**config.mk**
```make
export PLATFORM = sky130hd
export DESIGN_NAME = audio_peak_meter_ballistics
export DESIGN_NICKNAME = d
export VERILOG_FILES = /design/src/rtl/apm_pkg.sv /design/src/rtl/audio_peak_meter_ballistics.sv
export SDC_FILE = /design/constraint.sdc
export NUM_CORES = 2
export LEC_CHECK = 0
export ABC_AREA = 1
export ABC_CLOCK_PERIOD_IN_PS = 25800
export BUFFER_PORTS_ARGS = -buffer_cell sky130_fd_sc_hd__buf_2
export CORE_UTILIZATION = 25
export CTS_BUF_LIST = sky130_fd_sc_hd__clkbuf_8
export DETAILED_ROUTE_END_ITERATION = 8
export SLEW_MARGIN = 20
export SYNTH_ARGS = -nofsm -noshare
export SYNTH_HDL_FRONTEND = slang
export SYNTH_SLANG_ARGS = --single-unit
```
**constraint.sdc**
```tcl
create_clock -name i_clk -period 25.8 [get_ports i_clk]
set_clock_uncertainty 0.05 [all_clocks]
set_input_delay 3.87 -clock i_clk [delete_from_list [all_inputs] [get_ports i_clk]]
set_output_delay 3.87 -clock i_clk [all_outputs]
set_load 0.01 [all_outputs]
```
**src/rtl/apm_pkg.sv**
```systemverilog
`timescale 1ns / 1ps

package apm_pkg;

    // Parameter defaults
    localparam int DEF_MAX_CHANNELS = 8;
    localparam int DEF_MAX_TICK_MS  = 100;

    // Channel field is 3 bits wide, so never more than 8 channels
    localparam int CH_LIMIT = 8;

    // Field widths
    localparam int KIND_W   = 2;
    localparam int CH_W     = 3;
    localparam int LEVEL_W  = 17;
    localparam int EMS_W    = 10;
    localparam int CCNT_W   = 4;
    localparam int RATE_W   = 18;
    localparam int MS_W     = 14;
    localparam int MODE_W   = 2;
    localparam int AGE_W    = 14;

    // APB side
    localparam int DATA_W   = 32;
    localparam int ADDR_W   = 5;
    localparam int RIDX_W   = 3;

    // Arithmetic constants
    localparam int  AGE_MAX    = 16383;
    localparam int  RATE_MAX   = 262143;
    localparam int  ROUND_HALF = 500;
    localparam int  DIVISOR    = 1000;
    localparam int  DIV_LOG2   = 10;

    // Register reset values
    localparam logic        [CCNT_W-1:0]  RST_CHANNEL_COUNT = 4'd1;
    localparam logic signed [LEVEL_W-1:0] RST_MIN_LEVEL     = -17'sd15360;
    localparam logic signed [LEVEL_W-1:0] RST_MAX_LEVEL     = 17'sd0;
    localparam logic        [RATE_W-1:0]  RST_DECAY_RATE    = 18'd5120;
    localparam logic        [RATE_W-1:0]  RST_PEAK_DECAY    = 18'd5120;
    localparam logic        [MS_W-1:0]    RST_PEAK_HOLD_MS  = 14'd1000;
    localparam logic        [MS_W-1:0]    RST_TIMEOUT_MS    = 14'd0;
    localparam logic        [MODE_W-1:0]  RST_MODE_FLAGS    = 2'd3;

    typedef enum logic [KIND_W-1:0] {
        KIND_LEVEL       = 2'd0,
        KIND_TICK        = 2'd1,
        KIND_RESET_PEAKS = 2'd2,
        KIND_CLEAR       = 2'd3
    } t_kind;

    typedef enum logic [RIDX_W-1:0] {
        REG_CHANNEL_COUNT = 3'd0,
        REG_MIN_LEVEL     = 3'd1,
        REG_MAX_LEVEL     = 3'd2,
        REG_DECAY_RATE    = 3'd3,
        REG_PEAK_DECAY    = 3'd4,
        REG_PEAK_HOLD_MS  = 3'd5,
        REG_TIMEOUT_MS    = 3'd6,
        REG_MODE_FLAGS    = 3'd7
    } t_reg_idx;

endpackage

```
**src/rtl/audio_peak_meter_ballistics.sv**
```systemverilog
`timescale 1ns / 1ps

// Level sample: accepted when idle, result registered in S_SAMPLE once the output register is free;
// no new input is taken until the sample is done. Tick with animation: DMUL, DDIV, PMUL, PDIV
// on the shared multiplier (two decay steps, each a rate*ms product then a reciprocal multiply
// for /1000), then one result per active channel, one per cycle while the output is not stalled.
// Reset peaks, clear, and ticks without animation go from idle straight to the sweep.
// Synchronous active-low reset restores register defaults and floors all channel state.
module audio_peak_meter_ballistics #(
    parameter int MAX_CHANNELS = apm_pkg::DEF_MAX_CHANNELS,
    parameter int MAX_TICK_MS  = apm_pkg::DEF_MAX_TICK_MS
) (
    input  logic                               i_clk,
    input  logic                               i_rst_n,
    // APB configuration port
    input  logic                               psel,
    input  logic                               penable,
    input  logic                               pwrite,
    input  logic [apm_pkg::ADDR_W-1:0]         paddr,
    input  logic [apm_pkg::DATA_W-1:0]         pwdata,
    output logic [apm_pkg::DATA_W-1:0]         prdata,
    output logic                               pready,
    // input channel
    input  logic                               i_valid,
    output logic                               o_ready,
    input  logic [apm_pkg::KIND_W-1:0]         i_kind,
    input  logic [apm_pkg::CH_W-1:0]           i_channel,
    input  logic signed [apm_pkg::LEVEL_W-1:0] i_level_in,
    input  logic [apm_pkg::EMS_W-1:0]          i_elapsed_ms,
    // result channel
    output logic                               o_valid,
    input  logic                               i_ready,
    output logic [apm_pkg::CH_W-1:0]           o_out_channel,
    output logic signed [apm_pkg::LEVEL_W-1:0] o_displayed_level,
    output logic signed [apm_pkg::LEVEL_W-1:0] o_peak_level,
    output logic                               o_peak_changed,
    output logic                               o_timed_out,
    output logic                               o_last
);
    import apm_pkg::*;

    // Storage depth: the channel field cannot address more than CH_LIMIT entries
    localparam int NCH = (MAX_CHANNELS > CH_LIMIT) ? CH_LIMIT : MAX_CHANNELS;
    localparam int CW  = (NCH > 1) ? $clog2(NCH) : 1;     // channel index
    localparam int NW  = $clog2(NCH + 1);                 // active count / sweep counter
    localparam int MSW = $clog2(MAX_TICK_MS + 1);         // capped tick ms

    // Decay step = (rate*ms + 500) / 1000, done as x * ceil(2^SH/1000) >> SH,
    // exact for every x below 2^XW.
    localparam longint XMAX = longint'(RATE_MAX) * longint'(MAX_TICK_MS)
                              + longint'(ROUND_HALF);
    localparam int     XW   = $clog2(XMAX + 1);
    localparam int     SH   = XW + DIV_LOG2;
    localparam longint MULT = ((longint'(1) << SH) + longint'(DIVISOR) - 1)
                              / longint'(DIVISOR);
    localparam int     MW   = $clog2(MULT + 1);
    localparam int     PW   = XW + MW;

    // Signed headroom for level minus step
    localparam int EXT_W = LEVEL_W + 3;

    typedef enum logic [2:0] {
        S_IDLE,
        S_SAMPLE,
        S_DMUL,
        S_DDIV,
        S_PMUL,
        S_PDIV,
        S_SWEEP
    } t_state;

    // ---------------- configuration registers ----------------
    logic        [CCNT_W-1:0]  r_channel_count;
    logic signed [LEVEL_W-1:0] r_min_level;
    logic signed [LEVEL_W-1:0] r_max_level;
    logic        [RATE_W-1:0]  r_decay_rate;
    logic        [RATE_W-1:0]  r_peak_decay;
    logic        [MS_W-1:0]    r_peak_hold_ms;
    logic        [MS_W-1:0]    r_timeout_ms;
    logic        [MODE_W-1:0]  r_mode_flags;

    // ---------------- per-channel state ----------------
    logic signed [LEVEL_W-1:0] r_target [NCH];
    logic signed [LEVEL_W-1:0] r_shown  [NCH];
    logic signed [LEVEL_W-1:0] r_peak   [NCH];
    logic        [MS_W-1:0]    r_hold   [NCH];
    logic        [AGE_W-1:0]   r_age;
    logic                      r_age_valid;

    // ---------------- sequencer and datapath registers ----------------
    t_state                    r_state;
    logic [CH_W-1:0]           r_ch;        // channel of a pending sample
    logic signed [LEVEL_W-1:0] r_level;     // level of a pending sample
    logic [MSW-1:0]            r_ms;        // tick time, capped
    logic [NW-1:0]             r_idx;       // sweep position
    logic                      r_upd;       // sweep applies decay (else report only)
    logic                      r_tmo;       // timeout fired on this tick
    logic [NCH-1:0]            r_pchg;      // peak-changed flags for report-only sweeps
    logic [PW-1:0]             r_prod;      // shared multiplier result
    logic [RATE_W-1:0]         r_dstep;     // shown-level decay step of this tick

    // output register
    logic                      r_o_valid;
    logic [CH_W-1:0]           r_o_channel;
    logic signed [LEVEL_W-1:0] r_o_shown;
    logic signed [LEVEL_W-1:0] r_o_peak;
    logic                      r_o_pchg;
    logic                      r_o_tmo;
    logic                      r_o_last;

    // ---------------- combinational signals ----------------
    logic [CCNT_W-1:0]         w_cc_nz;
    logic [NW-1:0]             w_n;         // active channel count, 1..NCH
    logic                      w_in_acc;
    logic                      w_cfg_wr;
    logic                      w_slot;      // output register free this cycle
    logic                      w_o_load;    // output register takes a new result
    logic                      w_last;
    logic                      w_hold_on;
    logic                      w_anim_on;
    logic [CW-1:0]             w_ridx;      // read/write address of the arrays in the sample and sweep states
    logic [AGE_W:0]            w_age_sum;
    logic [XW-1:0]             w_mul_a;
    logic [MW-1:0]             w_mul_b;
    logic [PW-1:0]             w_prod;
    logic [PW-1:0]             w_quot;
    logic [RATE_W-1:0]         w_step;

    logic signed [LEVEL_W-1:0] w_old_shown;
    logic signed [LEVEL_W-1:0] w_old_peak;
    logic        [MS_W-1:0]    w_old_hold;
    logic signed [LEVEL_W-1:0] w_lv_hi;
    logic signed [LEVEL_W-1:0] w_bound;
    logic signed [LEVEL_W-1:0] w_tgt;
    logic signed [EXT_W-1:0]   w_shown_dec;
    logic signed [EXT_W-1:0]   w_peak_dec;
    logic signed [LEVEL_W-1:0] w_new_shown;
    logic signed [LEVEL_W-1:0] w_new_peak;
    logic        [MS_W-1:0]    w_new_hold;
    logic                      w_new_pchg;

    // ---------------- configuration port ----------------
    assign pready   = 1'b1;
    assign w_cfg_wr = psel && penable && pwrite && pready;

    always_comb begin
        unique case (t_reg_idx'(paddr[ADDR_W-1:2]))
            REG_CHANNEL_COUNT: prdata = DATA_W'(r_channel_count);
            REG_MIN_LEVEL:     prdata = DATA_W'(r_min_level);
            REG_MAX_LEVEL:     prdata = DATA_W'(r_max_level);
            REG_DECAY_RATE:    prdata = DATA_W'(r_decay_rate);
            REG_PEAK_DECAY:    prdata = DATA_W'(r_peak_decay);
            REG_PEAK_HOLD_MS:  prdata = DATA_W'(r_peak_hold_ms);
            REG_TIMEOUT_MS:    prdata = DATA_W'(r_timeout_ms);
            REG_MODE_FLAGS:    prdata = DATA_W'(r_mode_flags);
            default:           prdata = '0;
        endcase
    end

    // ---------------- control decode ----------------
    // Active count: zero reads as one, clamped to the storage depth
    assign w_cc_nz   = (r_channel_count == '0) ? CCNT_W'(1) : r_channel_count;
    assign w_n       = (w_cc_nz > CCNT_W'(NCH)) ? NW'(NCH) : NW'(w_cc_nz);
    assign w_hold_on = r_mode_flags[0];
    assign w_anim_on = r_mode_flags[1];

    assign o_ready  = (r_state == S_IDLE);
    assign w_in_acc = i_valid && o_ready;
    assign w_slot   = !r_o_valid || i_ready;
    assign w_o_load = w_slot && ((r_state == S_SAMPLE) || (r_state == S_SWEEP));
    assign w_last   = (NW'(r_idx + 1'b1) == w_n);
    assign w_ridx   = (r_state == S_SAMPLE) ? r_ch[CW-1:0] : r_idx[CW-1:0];

    assign w_age_sum = (AGE_W + 1)'(r_age) + (AGE_W + 1)'(i_elapsed_ms);

    // ---------------- shared multiplier ----------------
    // rate*ms on the MUL steps, (product + 1/2) * reciprocal on the DIV steps
    always_comb begin
        priority case (r_state)
            S_DMUL: begin
                w_mul_a = XW'(r_decay_rate);
                w_mul_b = MW'(r_ms);
            end
            S_PMUL: begin
                w_mul_a = XW'(r_peak_decay);
                w_mul_b = MW'(r_ms);
            end
            default: begin
                w_mul_a = r_prod[XW-1:0] + XW'(ROUND_HALF);
                w_mul_b = MW'(MULT);
            end
        endcase
    end

    assign w_prod = w_mul_a * w_mul_b;
    assign w_quot = r_prod >> SH;
    assign w_step = w_quot[RATE_W-1:0];   // peak step while sweeping

    // ---------------- channel update ----------------
    assign w_old_shown = r_shown[w_ridx];
    assign w_old_peak  = r_peak[w_ridx];
    assign w_old_hold  = r_hold[w_ridx];

    // sample bound: floor wins when the bounds cross
    assign w_lv_hi = (r_level > r_max_level) ? r_max_level : r_level;
    assign w_bound = (w_lv_hi < r_min_level) ? r_min_level : w_lv_hi;

    assign w_tgt       = r_tmo ? r_min_level : r_target[w_ridx];
    assign w_shown_dec = EXT_W'(w_old_shown) - $signed(EXT_W'(r_dstep));
    assign w_peak_dec  = EXT_W'(w_old_peak) - $signed(EXT_W'(w_step));

    always_comb begin
        w_new_shown = w_old_shown;
        w_new_peak  = w_old_peak;
        w_new_hold  = w_old_hold;
        if (r_state == S_SAMPLE) begin
            if (!w_anim_on || (w_bound >= w_old_shown)) begin
                w_new_shown = w_bound;
            end
            if (w_bound >= w_old_peak) begin
                w_new_peak = w_bound;
                w_new_hold = r_peak_hold_ms;
            end
        end else if (r_upd) begin
            // linear fall toward the target, never below it
            if (w_tgt >= w_old_shown) begin
                w_new_shown = w_tgt;
            end else if (w_shown_dec > EXT_W'(w_tgt)) begin
                w_new_shown = w_shown_dec[LEVEL_W-1:0];
            end else begin
                w_new_shown = w_tgt;
            end
            if (!w_hold_on) begin
                w_new_peak = w_new_shown;
            end else if (w_new_shown > w_old_peak) begin
                w_new_peak = w_new_shown;
                w_new_hold = r_peak_hold_ms;
            end else if (w_old_hold != '0) begin
                w_new_hold = (w_old_hold > MS_W'(r_ms)) ? (w_old_hold - MS_W'(r_ms)) : '0;
            end else if (w_peak_dec > EXT_W'(w_new_shown)) begin
                w_new_peak = w_peak_dec[LEVEL_W-1:0];
            end else begin
                w_new_peak = w_new_shown;
            end
        end
        // report-only sweeps carry the flags worked out at accept
        w_new_pchg = (r_state == S_SAMPLE || r_upd) ? (w_new_peak != w_old_peak)
                                                     : r_pchg[w_ridx];
    end

    // ---------------- sequencer ----------------
    always_ff @(posedge i_clk) begin
        if (!i_rst_n) begin
            r_channel_count <= RST_CHANNEL_COUNT;
            r_min_level     <= RST_MIN_LEVEL;
            r_max_level     <= RST_MAX_LEVEL;
            r_decay_rate    <= RST_DECAY_RATE;
            r_peak_decay    <= RST_PEAK_DECAY;
            r_peak_hold_ms  <= RST_PEAK_HOLD_MS;
            r_timeout_ms    <= RST_TIMEOUT_MS;
            r_mode_flags    <= RST_MODE_FLAGS;
            for (int i = 0; i < NCH; i++) begin
                r_target[i] <= RST_MIN_LEVEL;
                r_shown[i]  <= RST_MIN_LEVEL;
                r_peak[i]   <= RST_MIN_LEVEL;
                r_hold[i]   <= '0;
            end
            r_age       <= '0;
            r_age_valid <= 1'b0;
            r_state     <= S_IDLE;
            r_ch        <= '0;
            r_level     <= '0;
            r_ms        <= '0;
            r_idx       <= '0;
            r_upd       <= 1'b0;
            r_tmo       <= 1'b0;
            r_pchg      <= '0;
            r_prod      <= '0;
            r_dstep     <= '0;
            r_o_valid   <= 1'b0;
            r_o_channel <= '0;
            r_o_shown   <= '0;
            r_o_peak    <= '0;
            r_o_pchg    <= 1'b0;
            r_o_tmo     <= 1'b0;
            r_o_last    <= 1'b0;
        end else begin
            if (w_cfg_wr) begin
                unique case (t_reg_idx'(paddr[ADDR_W-1:2]))
                    REG_CHANNEL_COUNT: r_channel_count <= pwdata[CCNT_W-1:0];
                    REG_MIN_LEVEL:     r_min_level     <= $signed(pwdata[LEVEL_W-1:0]);
                    REG_MAX_LEVEL:     r_max_level     <= $signed(pwdata[LEVEL_W-1:0]);
                    REG_DECAY_RATE:    r_decay_rate    <= pwdata[RATE_W-1:0];
                    REG_PEAK_DECAY:    r_peak_decay    <= pwdata[RATE_W-1:0];
                    REG_PEAK_HOLD_MS:  r_peak_hold_ms  <= pwdata[MS_W-1:0];
                    REG_TIMEOUT_MS:    r_timeout_ms    <= pwdata[MS_W-1:0];
                    REG_MODE_FLAGS:    r_mode_flags    <= pwdata[MODE_W-1:0];
                    default: ;
                endcase
            end

            if (r_o_valid && i_ready && !w_o_load) begin
                r_o_valid <= 1'b0;
            end

            unique case (r_state)
                S_IDLE: begin
                    if (w_in_acc) begin
                        r_ch    <= i_channel;
                        r_level <= i_level_in;
                        r_idx   <= '0;
                        r_tmo   <= 1'b0;
                        r_upd   <= 1'b0;
                        r_ms    <= ((EMS_W + 1)'(i_elapsed_ms) > (EMS_W + 1)'(MAX_TICK_MS))
                                   ? MSW'(MAX_TICK_MS) : MSW'(i_elapsed_ms);
                        unique case (t_kind'(i_kind))
                            KIND_LEVEL: begin
                                // samples for inactive channels are dropped silently
                                if (CCNT_W'(i_channel) < CCNT_W'(w_n)) begin
                                    r_state <= S_SAMPLE;
                                end
                            end
                            KIND_TICK: begin
                                if (r_age_valid) begin
                                    r_age <= (w_age_sum > (AGE_W + 1)'(AGE_MAX))
                                             ? AGE_W'(AGE_MAX) : w_age_sum[AGE_W-1:0];
                                end
                                r_pchg  <= '0;
                                r_upd   <= w_anim_on;
                                r_state <= w_anim_on ? S_DMUL : S_SWEEP;
                            end
                            KIND_RESET_PEAKS: begin
                                for (int i = 0; i < NCH; i++) begin
                                    r_pchg[i] <= (r_shown[i] != r_peak[i]);
                                    r_peak[i] <= r_shown[i];
                                    r_hold[i] <= r_peak_hold_ms;
                                end
                                r_state <= S_SWEEP;
                            end
                            KIND_CLEAR: begin
                                for (int i = 0; i < NCH; i++) begin
                                    r_pchg[i]   <= (r_peak[i] != r_min_level);
                                    r_target[i] <= r_min_level;
                                    r_shown[i]  <= r_min_level;
                                    r_peak[i]   <= r_min_level;
                                    r_hold[i]   <= '0;
                                end
                                r_age       <= '0;
                                r_age_valid <= 1'b0;
                                r_state     <= S_SWEEP;
                            end
                            default: ;
                        endcase
                    end
                end
                S_SAMPLE: begin
                    if (w_slot) begin
                        r_target[w_ridx] <= w_bound;
                        r_shown[w_ridx]  <= w_new_shown;
                        r_peak[w_ridx]   <= w_new_peak;
                        r_hold[w_ridx]   <= w_new_hold;
                        r_age            <= '0;
                        r_age_valid      <= 1'b1;
                        r_o_valid        <= 1'b1;
                        r_o_channel      <= r_ch;
                        r_o_shown        <= w_new_shown;
                        r_o_peak         <= w_new_peak;
                        r_o_pchg         <= w_new_pchg;
                        r_o_tmo          <= 1'b0;
                        r_o_last         <= 1'b1;
                        r_state          <= S_IDLE;
                    end
                end
                S_DMUL: begin
                    // age already holds this tick's time
                    r_tmo   <= (r_timeout_ms != '0) && r_age_valid
                               && (r_age >= AGE_W'(r_timeout_ms));
                    r_prod  <= w_prod;
                    r_state <= S_DDIV;
                end
                S_DDIV: begin
                    r_prod  <= w_prod;
                    r_state <= S_PMUL;
                end
                S_PMUL: begin
                    r_dstep <= w_quot[RATE_W-1:0];
                    r_prod  <= w_prod;
                    r_state <= S_PDIV;
                end
                S_PDIV: begin
                    r_prod  <= w_prod;
                    r_state <= S_SWEEP;
                end
                S_SWEEP: begin
                    if (w_slot) begin
                        if (r_upd) begin
                            r_shown[w_ridx] <= w_new_shown;
                            r_peak[w_ridx]  <= w_new_peak;
                            r_hold[w_ridx]  <= w_new_hold;
                        end
                        r_o_valid   <= 1'b1;
                        r_o_channel <= CH_W'(w_ridx);
                        r_o_shown   <= w_new_shown;
                        r_o_peak    <= w_new_peak;
                        r_o_pchg    <= w_new_pchg;
                        r_o_tmo     <= r_tmo;
                        r_o_last    <= w_last;
                        if (w_last) begin
                            // timeout floors every target, active or not
                            if (r_upd && r_tmo) begin
                                for (int i = 0; i < NCH; i++) begin
                                    r_target[i] <= r_min_level;
                                end
                                r_age       <= '0;
                                r_age_valid <= 1'b0;
                            end
                            r_state <= S_IDLE;
                        end else begin
                            r_idx <= r_idx + 1'b1;
                        end
                    end
                end
                default: r_state <= S_IDLE;
            endcase
        end
    end

    assign o_valid           = r_o_valid;
    assign o_out_channel     = r_o_channel;
    assign o_displayed_level = r_o_shown;
    assign o_peak_level      = r_o_peak;
    assign o_peak_changed    = r_o_pchg;
    assign o_timed_out       = r_o_tmo;
    assign o_last            = r_o_last;

`ifndef SYNTHESIS
    // sweep never walks past the active channels
    a_sweep_in_range: assert property (@(posedge i_clk) disable iff (!i_rst_n)
        (r_state == S_SWEEP) |-> (CCNT_W'(r_idx) < CCNT_W'(w_n)))
        else $error("sweep index beyond active channel count");

    // the final result of a sweep is flagged last and frees the input side
    a_sweep_ends: assert property (@(posedge i_clk) disable iff (!i_rst_n)
        (r_state == S_SWEEP && w_slot && w_last) |=> (o_ready && o_valid && o_last))
        else $error("sweep did not end with a last result");

    // a sample produces exactly one result, for its own channel
    a_sample_result: assert property (@(posedge i_clk) disable iff (!i_rst_n)
        (r_state == S_SAMPLE && w_slot) |=>
            (o_valid && o_last && !o_timed_out && o_out_channel == $past(r_ch)))
        else $error("sample result malformed");

    // an invalid input age is always zero
    a_age_idle_zero: assert property (@(posedge i_clk) disable iff (!i_rst_n)
        !r_age_valid |-> (r_age == '0))
        else $error("input age nonzero while invalid");
`endif

endmodule
```
==> results.md <==
* Number of synthesized flops with an enable pin at 520
* Cell Area, Synth at 59100 µm²
* Clock slew at reported path FFs at 0.07 ns
* Cts repair resizes at 0
* Cell total after placement at 10.4k
* Post-synthesis sequential area ratio at 35.3%
* Worst min path class: reg -> reg
* Post-Layout Cell Count at 10.6k
* Total wire length at 251000 µm
* Hpwl dp at 183000 µm
* DR pass1 iterations at 8
* Outcome: complete, no violations
* Die height at 488 µm
* Worst R2R Start: r_state[0]$_SDFFE_PN0P_
* Pin count of the biggest net entering global routing at 122
* Routability cong. at 1.01
* Layout net count at 8148
* Iter 0 DRT Violations at 7366
* Post-synthesis sequential element count at 781
* Fin crit share at 55.2%
* CTS root buffer: clkbuf_8
* CTS tree: done
* Area delta synth->final at 12.6%
* Die width at 488 µm
* Fin. Hold Viols at 0
* Share of layout cells above drive strength 1 at 7.87%
* CP peak stage delay at 0.99 ns
* Fin area at 66600 µm²
* RSZ-0062 raised after global routing: no
* Mean Syn Cell Area at 8.15 µm²
* Post-route setup TNS at 0 ns
* Max Clk Rate at 70.2 MHz
* Critical Path Source Type: flop
* Synth Flop Type: edfxtp_1
* Initial Util at 25.1%
* Max-slew violations at 0
* Min-delay src: r_dstep[3]$_SDFFE_PN0N_
* Finished Core Util at 28.3%
* Synth async-reset ratio at 0%
* CP required at 26.55 ns
* Worst Hold End: r_dstep[3]$_SDFFE_PN0N_
* Avg WL per Cell at 23.6 µm
* CTS sink count at 781
* Longest Clk Path Bufs at 3
* Commonest non-fill, non-tap cell in the layout: nand2_1
* Min Tclk post-route at 14.24 ns
* Worst Path Max Fanout at 59
* Die ar. at 238000 µm²
* Reg2reg end: o_peak_changed$_SDFFE_PN0P_
* Crit path top cell by count: nand2_1
* Core ar. at 235000 µm²
* Commonest non-fill, non-tap cells in the layout: nand2_1 (1444), inv_1 (1175), o21ai_0 (753)
* Routed vias/inst at 5.20
* Total gr overflow at 0
* Num CTS Buffers at 144
* First-pass GRT wire length at 359000 µm
* Setup bufs post-CTS at 0
* H-tree depth at 4
* Synth warn at 0
* Worst slew pin tran at 1.18 ns
* Routed via count at 55.3k
* CP Data Arrival Time at 14.99 ns
* R2R depth at 58
* WHS Path Cells at 2
* Layout fillers at 25.4k
* Slew margin rel. at 20.6%
* CTS Hold Bufs at 0
* Crit. End Element: flop
* Vias in the first global route at 52.5k
* Total GRT Usage at 20.6%
* Reg2Reg Setup Slack at 11.56 ns
* CP max stage cell: o21ai_0
* Num rows at 178
* Dpl cell area at 63500 µm²
* # port buffers at 133
* Routed Antenna Nets at 0
* Residual DRC at 0
* Clock Latency Late Sink at 0.93 ns
* Post-Synthesis Cells at 7253
* # IOs at 151
* Max_cap viols at 0
* Crit Path Class: reg -> reg
* Final setup viols at 0
* Synth cell types at 65
* Initial antenna violation count at 27
cell families after synthesis:
logic type	after synthesis	synth area share [%]
fa+ha+maj	714	18.4
flops	781	35.3
xor+xnor	183	2.71
compound gates	1880	18.4
other cells	2	0.0127
simple gates	2210	15.6
buf+inv	1483	9.62
metrics by stage:
step,hold WS [ns],setup WS (ns)
after floorplan,0.380,15.85
after global placement,0.392,12.25
after detailed placement,0.404,12.13
after CTS,0.411,12.08
after global routing,0.438,10.79
final,0.412,11.56
per-layer routing:
layer	share of wire, %	track usage [%]
met2	44	32.5
met5	0.045	0
met1	37	24.8
met4	7.0	12.3
met3	12	5.59
state kept, by name (all words and copies together), names as in the netlist, 17 cells and up:
name and flops:
r_prod 41, r_max_level 17, r_shown 136, r_decay_rate 18
r_peak_decay 18, o_displayed_level 17, r_min_level 17, r_level 17
o_peak_level 17, r_target 136, r_peak 136, r_hold 112
layout make-up:
type | count | area (µm²) | area share, %
Tap cell | 3150 | 3940 | 5.92
Clock buffer | 165 | 2270 | 3.41
Multi-Input combinational cell | 5002 | 32800 | 49.3
Inverter | 1185 | 4450 | 6.69
Clock inverter | 99 | 718 | 1.08
Sequential cell | 781 | 20800 | 31.3
Timing Repair Buffer | 244 | 1510 | 2.26
Antenna cell | 11 | 27.5 | 0.0414
worst max path at each step:
stage	cells past startpoint	slack, ns	from	endpoint
after floorplan	66	15.85	r_state[1]$_SDFFE_PN0P_	o_peak_changed$_SDFFE_PN0P_
after global placement	59	12.25	r_state[2]$_SDFFE_PN0P_	o_peak_changed$_SDFFE_PN0P_
after detailed placement	59	12.13	r_state[2]$_SDFFE_PN0P_	o_peak_changed$_SDFFE_PN0P_
after CTS	59	12.08	r_state[2]$_SDFFE_PN0P_	o_peak_changed$_SDFFE_PN0P_
after global routing	58	10.79	r_state[0]$_SDFFE_PN0P_	o_peak_changed$_SDFFE_PN0P_
final	58	11.56	r_state[0]$_SDFFE_PN0P_	o_peak_changed$_SDFFE_PN0P_
synthesized netlist by cell type (17+ instances only):
| cell type | count | area share (%) |
|---|---|---|
| nor2_1 | 345 | 2.2 |
| or2_2 | 20 | 0.21 |
| xnor2_1 | 57 | 0.84 |
| a21oi_1 | 546 | 4.6 |
| a31oi_1 | 26 | 0.28 |
| a211oi_1 | 21 | 0.27 |
| ha_1 | 458 | 9.7 |
| o211ai_1 | 56 | 0.71 |
| buf_4 | 17 | 0.22 |
| nand4_1 | 104 | 1.1 |
| nand2_1 | 1459 | 9.3 |
| nor4_1 | 25 | 0.26 |
| edfxtp_1 | 520 | 26 |
| nand2_2 | 32 | 0.34 |
| clkbuf_1 | 238 | 1.5 |
| o21ai_0 | 753 | 6.4 |
| inv_1 | 1134 | 7.2 |
| nand3_1 | 134 | 1.1 |
| o22ai_1 | 117 | 1.2 |
| a221oi_1 | 66 | 0.98 |
| o221ai_1 | 51 | 0.76 |
| fa_1 | 256 | 8.7 |
| o21bai_1 | 22 | 0.28 |
| buf_1 | 20 | 0.13 |
| nor3_1 | 46 | 0.39 |
| buf_2 | 19 | 0.16 |
| dfxtp_1 | 261 | 8.8 |
| o21a_1 | 23 | 0.29 |
| a22oi_1 | 116 | 1.5 |
| clkinv_1 | 40 | 0.25 |
| xor2_1 | 126 | 1.9 |
worst max-delay path, delay by kind of cell, from the launching register on:
family | cells | cell delay, ns
buffers and inverters | 8 | 2.23
XOR/XNOR | 1 | 0.16
adder cells (fa/ha/maj) | 3 | 0.92
flip-flops | 1 | 0.59
AND/OR/NAND/NOR | 24 | 5.24
AO/OA/AOI/OAI | 22 | 4.78
Power is left out: the tool's default activity adds up to more than one toggle a clock period on the data nets, which glitch-free logic cannot reach.
